**config.mk**
```make
export PLATFORM = sky130hd
export DESIGN_NAME = dedup_command_fifo_unit
export DESIGN_NICKNAME = d
export VERILOG_FILES = /design/src/hw/rtl/dcf_pkg.sv /design/src/hw/rtl/dedup_command_fifo_unit.sv /design/src/hw/rtl/dcf_entry_ram.sv
export SDC_FILE = /design/constraint.sdc
export NUM_CORES = 1
export LEC_CHECK = 0
export ABC_CLOCK_PERIOD_IN_PS = 8100
export BUFFER_PORTS_ARGS = -buffer_cell sky130_fd_sc_hd__buf_2
export CAP_MARGIN = 20
export CORE_ASPECT_RATIO = 0.8
export CORE_MARGIN = 4
export CORE_UTILIZATION = 50
export CTS_BUF_LIST = sky130_fd_sc_hd__clkbuf_4
export DETAILED_ROUTE_END_ITERATION = 6
export GPL_TIMING_DRIVEN = 0
export PLACE_DENSITY_LB_ADDON = 0.1
export SLEW_MARGIN = 10
export SYNTH_ARGS = -nofsm -noshare
export SYNTH_HDL_FRONTEND = slang
export SYNTH_SLANG_ARGS = --single-unit
```
**constraint.sdc**
```tcl
create_clock -name i_clk -period 8.1 [get_ports i_clk]
set_input_delay 2.43 -clock i_clk [delete_from_list [all_inputs] [get_ports i_clk]]
set_output_delay 2.43 -clock i_clk [all_outputs]
set_load 0.005 [all_outputs]
```
**src/hw/rtl/dcf_pkg.sv**
```systemverilog
`timescale 1ns / 1ps
`default_nettype none

package dcf_pkg;

    // Operation codes carried in the low bits of the input tdata
    localparam logic [2:0] OP_ENQUEUE = 3'd0;
    localparam logic [2:0] OP_DEQUEUE = 3'd1;
    localparam logic [2:0] OP_MARK    = 3'd2;
    localparam logic [2:0] OP_FLUSH   = 3'd3;
    localparam logic [2:0] OP_QUERY   = 3'd4;

    // Status codes reported with every result
    localparam logic [1:0] ST_DONE  = 2'd0;
    localparam logic [1:0] ST_DUP   = 2'd1;
    localparam logic [1:0] ST_FULL  = 2'd2;
    localparam logic [1:0] ST_EMPTY = 2'd3;

    localparam int CMD_W   = 4;
    localparam int FLAGS_W = 5;
    localparam int FILL_W  = 5;

    typedef logic [CMD_W-1:0]   t_cmd;
    typedef logic [FLAGS_W-1:0] t_flags;

    // One-hot pending flag of a code; zero for codes without a flag
    function automatic t_flags flag_mask(input t_cmd code);
        t_flags m;
        case (code)
            4'd0:    m = 5'b00001;
            4'd1:    m = 5'b00010;
            4'd5:    m = 5'b00100;
            4'd6:    m = 5'b01000;
            4'd7:    m = 5'b10000;
            default: m = 5'b00000;
        endcase
        return m;
    endfunction

endpackage

`default_nettype wire

```
**src/hw/rtl/dedup_command_fifo_unit.sv**
```systemverilog
`timescale 1ns / 1ps
`default_nettype none

// Command queue with duplicate suppression for codes 0, 1, 5, 6 and 7. Each input
// transfer carries one operation and yields exactly one result transfer. Enqueue,
// mark handled, query, unknown opcodes and a dequeue or flush of an empty queue
// finish in the accepting cycle, so their result is registered at that edge.
// Dequeue reads the head entry from the synchronous entry RAM when accepted and
// registers its result from the RAM output in the S_DEQ state. Flush drains the
// queue through the same RAM read port, one entry per cycle to clear each drained
// code's pending flag, and registers its result in the S_FLUSH state once the last
// entry's flag is cleared. Input is taken only while the unit is idle and the
// output register is empty or its result transfers in the same cycle. fill_count
// reports the low 5 bits of the entry count.
module dedup_command_fifo_unit
    import dcf_pkg::*;
#(
    parameter int QUEUE_DEPTH = 16
) (
    input  wire logic        i_clk,
    input  wire logic        i_rst_n,
    input  wire logic        i_s_axis_tvalid,
    output logic             o_s_axis_tready,
    // [2:0] opcode, [6:3] command, [7] zero
    input  wire logic [7:0]  i_s_axis_tdata,
    output logic             o_m_axis_tvalid,
    input  wire logic        i_m_axis_tready,
    // [1:0] status, [5:2] out_command, [6] is_pending, [11:7] fill_count, [15:12] zero
    output logic [15:0]      o_m_axis_tdata
);

    localparam int AW = $clog2(QUEUE_DEPTH);
    localparam int CW = $clog2(QUEUE_DEPTH + 1);
    localparam logic [AW-1:0] LAST_IDX = AW'(QUEUE_DEPTH - 1);
    localparam logic [CW-1:0] FULL_CNT = CW'(QUEUE_DEPTH);

    typedef enum logic [1:0] {
        S_IDLE,
        S_DEQ,
        S_FLUSH
    } t_state;

    t_state          r_state, n_state;
    logic [AW-1:0]   r_head, n_head;
    logic [AW-1:0]   r_tail, n_tail;
    logic [CW-1:0]   r_count, n_count;
    t_flags          r_flags, n_flags;
    t_cmd            r_cmd, n_cmd;
    logic            r_out_valid, n_out_valid;
    logic [1:0]      r_out_status, n_out_status;
    t_cmd            r_out_cmd, n_out_cmd;
    logic            r_out_pend, n_out_pend;
    logic [FILL_W-1:0] r_out_fill, n_out_fill;

    logic            in_fire;
    logic [2:0]      in_op;
    t_cmd            in_cmd;
    t_flags          in_mask;
    logic            wr_en;
    logic            rd_en;
    t_cmd            rd_data;

    assign in_op   = i_s_axis_tdata[2:0];
    assign in_cmd  = i_s_axis_tdata[6:3];
    assign in_mask = flag_mask(in_cmd);

    assign o_s_axis_tready = (r_state == S_IDLE) && (!r_out_valid || i_m_axis_tready);
    assign in_fire         = i_s_axis_tvalid && o_s_axis_tready;

    assign o_m_axis_tvalid = r_out_valid;
    assign o_m_axis_tdata  = {4'b0000, r_out_fill, r_out_pend, r_out_cmd, r_out_status};

    function automatic logic [AW-1:0] next_idx(input logic [AW-1:0] idx);
        return (idx == LAST_IDX) ? '0 : idx + AW'(1);
    endfunction

    // Entry storage: write at tail, read at head
    dcf_entry_ram #(
        .DEPTH  (QUEUE_DEPTH),
        .DATA_W (CMD_W)
    ) u_entry_ram (
        .i_clk     (i_clk),
        .i_wr_en   (wr_en),
        .i_wr_addr (r_tail),
        .i_wr_data (in_cmd),
        .i_rd_en   (rd_en),
        .i_rd_addr (r_head),
        .o_rd_data (rd_data)
    );

    // Operation sequencing and result formation
    always_comb begin
        n_state      = r_state;
        n_head       = r_head;
        n_tail       = r_tail;
        n_count      = r_count;
        n_flags      = r_flags;
        n_cmd        = r_cmd;
        n_out_valid  = r_out_valid && !i_m_axis_tready;
        n_out_status = r_out_status;
        n_out_cmd    = r_out_cmd;
        n_out_pend   = r_out_pend;
        n_out_fill   = r_out_fill;
        wr_en        = 1'b0;
        rd_en        = 1'b0;

        case (r_state)
            S_IDLE: begin
                if (in_fire) begin
                    n_out_status = ST_DONE;
                    n_out_cmd    = '0;
                    n_out_valid  = 1'b1;
                    case (in_op)
                        OP_ENQUEUE: begin
                            if ((r_flags & in_mask) != '0) begin
                                n_out_status = ST_DUP;
                            end else if (r_count == FULL_CNT) begin
                                n_flags      = r_flags & ~in_mask;
                                n_out_status = ST_FULL;
                            end else begin
                                wr_en   = 1'b1;
                                n_tail  = next_idx(r_tail);
                                n_count = r_count + CW'(1);
                                n_flags = r_flags | in_mask;
                            end
                        end
                        OP_DEQUEUE: begin
                            if (r_count == '0) begin
                                n_out_status = ST_EMPTY;
                            end else begin
                                rd_en       = 1'b1;
                                n_head      = next_idx(r_head);
                                n_count     = r_count - CW'(1);
                                n_cmd       = in_cmd;
                                n_out_valid = 1'b0;
                                n_state     = S_DEQ;
                            end
                        end
                        OP_MARK: begin
                            n_flags = r_flags & ~in_mask;
                        end
                        OP_FLUSH: begin
                            if (r_count != '0) begin
                                rd_en       = 1'b1;
                                n_head      = next_idx(r_head);
                                n_count     = r_count - CW'(1);
                                n_cmd       = in_cmd;
                                n_out_valid = 1'b0;
                                n_state     = S_FLUSH;
                            end
                        end
                        default: begin
                        end
                    endcase
                    n_out_pend = |(n_flags & in_mask);
                    n_out_fill = FILL_W'(n_count);
                end
            end
            S_DEQ: begin
                // head entry now on the RAM read port
                n_out_valid  = 1'b1;
                n_out_status = ST_DONE;
                n_out_cmd    = rd_data;
                n_out_pend   = |(r_flags & flag_mask(r_cmd));
                n_out_fill   = FILL_W'(r_count);
                n_state      = S_IDLE;
            end
            S_FLUSH: begin
                // clear the flag of the drained entry, then fetch the next one or, with none left, give the result
                n_flags = r_flags & ~flag_mask(rd_data);
                if (r_count != '0) begin
                    rd_en   = 1'b1;
                    n_head  = next_idx(r_head);
                    n_count = r_count - CW'(1);
                end else begin
                    n_out_valid  = 1'b1;
                    n_out_status = ST_DONE;
                    n_out_cmd    = '0;
                    n_out_pend   = |(n_flags & flag_mask(r_cmd));
                    n_out_fill   = '0;
                    n_state      = S_IDLE;
                end
            end
            default: begin
                n_state = S_IDLE;
            end
        endcase
    end

    // State and result registers
    always_ff @(posedge i_clk) begin
        if (!i_rst_n) begin
            r_state     <= S_IDLE;
            r_head      <= '0;
            r_tail      <= '0;
            r_count     <= '0;
            r_flags     <= '0;
            r_out_valid <= 1'b0;
        end else begin
            r_state     <= n_state;
            r_head      <= n_head;
            r_tail      <= n_tail;
            r_count     <= n_count;
            r_flags     <= n_flags;
            r_out_valid <= n_out_valid;
        end
        r_cmd        <= n_cmd;
        r_out_status <= n_out_status;
        r_out_cmd    <= n_out_cmd;
        r_out_pend   <= n_out_pend;
        r_out_fill   <= n_out_fill;
    end

    // Checks
    a_count_range: assert property (@(posedge i_clk) disable iff (!i_rst_n)
        r_count <= FULL_CNT)
        else $error("entry count above queue depth");

    a_empty_ptrs: assert property (@(posedge i_clk) disable iff (!i_rst_n)
        (r_state == S_IDLE && r_count == '0) |-> (r_head == r_tail))
        else $error("head and tail differ on empty queue");

    a_flush_done: assert property (@(posedge i_clk) disable iff (!i_rst_n)
        (r_state == S_FLUSH && r_count == '0) |=>
            (r_state == S_IDLE && r_count == '0 && r_out_valid))
        else $error("flush did not end empty with a result");

    a_deq_done: assert property (@(posedge i_clk) disable iff (!i_rst_n)
        (r_state == S_DEQ) |=> (r_state == S_IDLE && r_out_valid))
        else $error("dequeue did not deliver its result");

endmodule

`default_nettype wire

```
**src/hw/rtl/dcf_entry_ram.sv**
```systemverilog
`timescale 1ns / 1ps
`default_nettype none

module dcf_entry_ram #(
    parameter int DEPTH  = 16,
    parameter int DATA_W = 4
) (
    input  wire logic                     i_clk,
    input  wire logic                     i_wr_en,
    input  wire logic [$clog2(DEPTH)-1:0] i_wr_addr,
    input  wire logic [DATA_W-1:0]        i_wr_data,
    input  wire logic                     i_rd_en,
    input  wire logic [$clog2(DEPTH)-1:0] i_rd_addr,
    output logic      [DATA_W-1:0]        o_rd_data
);

    logic [DATA_W-1:0] mem [DEPTH];

    // One write port, one registered read port
    always_ff @(posedge i_clk) begin
        if (i_wr_en) begin
            mem[i_wr_addr] <= i_wr_data;
        end
        if (i_rd_en) begin
            o_rd_data <= mem[i_rd_addr];
        end
    end

endmodule

`default_nettype wire

```
==> out/results.txt <==
Critical path class = input port to primary output
Die Span Y = 101 um
Mapped Avg Cell Area = 12.2 sq um
Root buffer cell = clkbuf_4
Slowest stage cell, crit path = nor2b_1
Sw Share = 26.0%
Largest area contributor in the netlist = edfxtp_1
Crit path DAT = 3.00 ns
Final #Nets = 501
CTS Sinks = 105
CTS tree = built
# resized after CTS = 0
Setup_tns = 0 ns
Share of layout cells above drive strength 1 = 16.6%
Starting DRT DRC Count = 437
Wire length on met3 = 1.11 mm
CP max FO = 4
Setup ws final = 2.67 ns
Gr usage total = 21.5%
Number of global-route vias before repair = 3626
PortBufs = 23
Seq cells post-synth = 105
Post-synth EDFFs = 84
Psw = 0.000251 W
PnR Total Power = 0.000965 W
Worst Setup Start Kind = input port
Clock latency on the worst-skew pair = 0.46 ns
Vias = 3881
Worst path max stage delay = 0.27 ns
Leakage = 1.88 nW
M1 wire length = 5.85 mm
Largest net degree at the start of global routing = 26
Post-CTS Setup Repair Bufs = 0
Most numerous cell in the Yosys netlist = edfxtp_1
# setup viols final = 0
Clock share of power = 25.4%
Post-synthesis async set-or-reset flop share = 0%
Htree depth = 3
Yosys warns = 0
Cell mode on critical path = buf_2
Antenna Nets Post-Route = 0
Total gr overflow = 0
Cell Count, Final, Fillers Out = 623
Clock buffer count from CTS = 9
Gate Count Post-Synth = 440
RSZ-0062 raised after global routing = no
Starting Density = 51.6%
Max Clock Freq = 0.184 GHz
Pin slew with the least headroom to its limit = 1.01 ns
Gate power share = 12.2%
Commonest cells post-synth = 84 x edfxtp_1, 30 x nor2_1, 27 x nand2_1
Die W = 124 um
Ys flop type = edfxtp_1
Top Layer Used = met4
Fin crit share = 67.0%
Status = finished, final reports clean
Initial antenna violation count = 0
Crit path time final = 5.43 ns
CP Capture Type = primary output
Internal power = 0.000714 W
Post-DR wirelength/cell = 20.1 um
Routed vias/inst = 6.23
PD cells = 167 mW/mm^2
First-pass GRT wire length = 20.1 mm
WL final = 12.5 mm
Req. time, crit path = 5.67 ns
Seq/Total Area, Yosys = 55.0%
Antenna diodes = 0
GPL Wtd Cong = 0.929
Core area = 0.0104 sq mm
Post-synth top area share = 47.2%
Slew Limit Fails = 0
Fin. Hold Viols = 0
Die ar. = 0.0124 sq mm
Max transition margin = 31.8%
VDD IR max = 81.6 uV
DRC Markers = 0
Rows = 33
Area grow syn2layout = 8.12%
Worst Hold Class = register to register
Mapped Area = 0.00535 sq mm
Max Cap Viol = 0
Top cells by area, synth = edfxtp_1 47%, mux4_2 8.4%, dfxtp_1 7.9%
Setup slack, reg-to-reg = 4.88 ns
CTS max path bufs = 2
Crit path cell chain = buf_2 -> nor2b_1 -> nor2_1 -> buf_2
Placement Setup Slack = 2.68 ns
Initial DRT Pass Iterations = 5
CTS Hold Bufs = 0
CTS clk-pin slew, worst paths = 0.15 ns
HPWL after DPL = 9.14 mm
Distinct cell type count after synthesis = 66
DP Cell Count = 607
Sequential share of power = 62.4%
Wire length on met2 = 5.44 mm
# IOs = 30
Final clock skew = 0.0144 ns
-- layer usage --
layer,GRT usage (%),up-vias
li1,-,1802
met1,34.2,1904
met2,29.7,164
met3,5.22,11
met4,5.19,0
met5,0,-
-- cell type report --
cell class / count / area, sq um
Buffer: 33 / 153
Clock buffer: 12 / 90.1
Clock inverter: 4 / 28.8
Fill cell: 882 / 4580
Inverter: 16 / 60.1
Multi-Input combinational cell: 289 / 2210
Sequential cell: 105 / 2940
Tap cell: 140 / 175
Timing Repair Buffer: 24 / 123
-- layout by cell type, fill, tap and decap left out, types with 3 or more instances in the layout --
cell type   n
dfxtp_1    21
and3b_1     3
nor2_1     30
clkbuf_4   12
conb_1      4
and2_1      4
nor3_1     11
clkbuf_1   19
edfxtp_1   84
o31ai_1     4
or3_1       4
inv_1      16
buf_4       7
mux2i_1     5
buf_2      28
o22ai_1     4
nand2b_1    9
nor4bb_1    3
o31a_1      3
o211ai_1    4
o21a_1      3
nor4b_1     5
a21oi_1    20
buf_1       3
nor2b_1     5
mux4_2     20
nand3_1    12
or4_1       5
ha_1       11
nand4_1     3
o21ai_0    25
a31oi_1     9
nand2_1    27
a22oi_1     3
nor4_1      4
-- critical path: cells and delay by family --
family	cells	cell delay, ns
and+or+nand+nor	2	0.33
buffers and inverters	2	0.23
-- power groups by stage --
stage | clock (W) | sequential [W] | combinational, W
floorplan | 0 | 0.000614 | 0.0000744
global placement | 0 | 0.000614 | 0.000114
detailed placement | 0 | 0.000614 | 0.000117
CTS | 0.000252 | 0.000602 | 0.000118
global route | 0.000273 | 0.000604 | 0.000131
finish | 0.000245 | 0.000602 | 0.000118
-- flip-flops by register name (all words and copies together), names as in the netlist --
name	count
o_m_axis_tvalid	1
r_cmd	4
r_count	5
r_flags	5
r_head	4
r_out_cmd	4
r_out_fill	5
r_out_pend	1
r_out_status	2
r_state	2
r_tail	4
u_entry_ram.mem	64
u_entry_ram.o_rd_data	4
-- cells by family after synthesis --
group	count (synthesis)	share of synthesized area, %
muxes	27	9.78
and+or+nand+nor	141	15.0
xor gates and xnor gates	2	0.328
DFF	105	55.0
AOI/OAI and AO/OA	104	13.2
buffers and inverters	49	3.98
other	1	0.0701
adders and majority gates	11	2.57
-- per-stage QoR --
stage	hold WS (ns)	area, sq um	utilization (%)
floorplan	0.469	5360	-
global placement	0.489	5650	54.5
detailed placement	0.503	5660	54.7
CTS	0.523	5780	55.8
global route	0.545	5780	55.8
finish	0.521	5780	55.8
-- worst paths after layout --
| kind | cells past startpoint | from | end |
|---|---|---|---|
| setup / recovery | 4 | i_m_axis_tready | o_s_axis_tready |
| hold / removal | 2 | r_state[0]$_SDFFE_PN0P_ | r_state[0]$_SDFFE_PN0P_ |
| setup reg to reg | 7 | r_count[0]$_SDFFE_PN0P_ | u_entry_ram.mem[3][0]$_DFFE_PP_ |
| hold reg to reg | 2 | r_state[0]$_SDFFE_PN0P_ | r_state[0]$_SDFFE_PN0P_ |
Note: power is estimated with default switching activity, not from simulation.
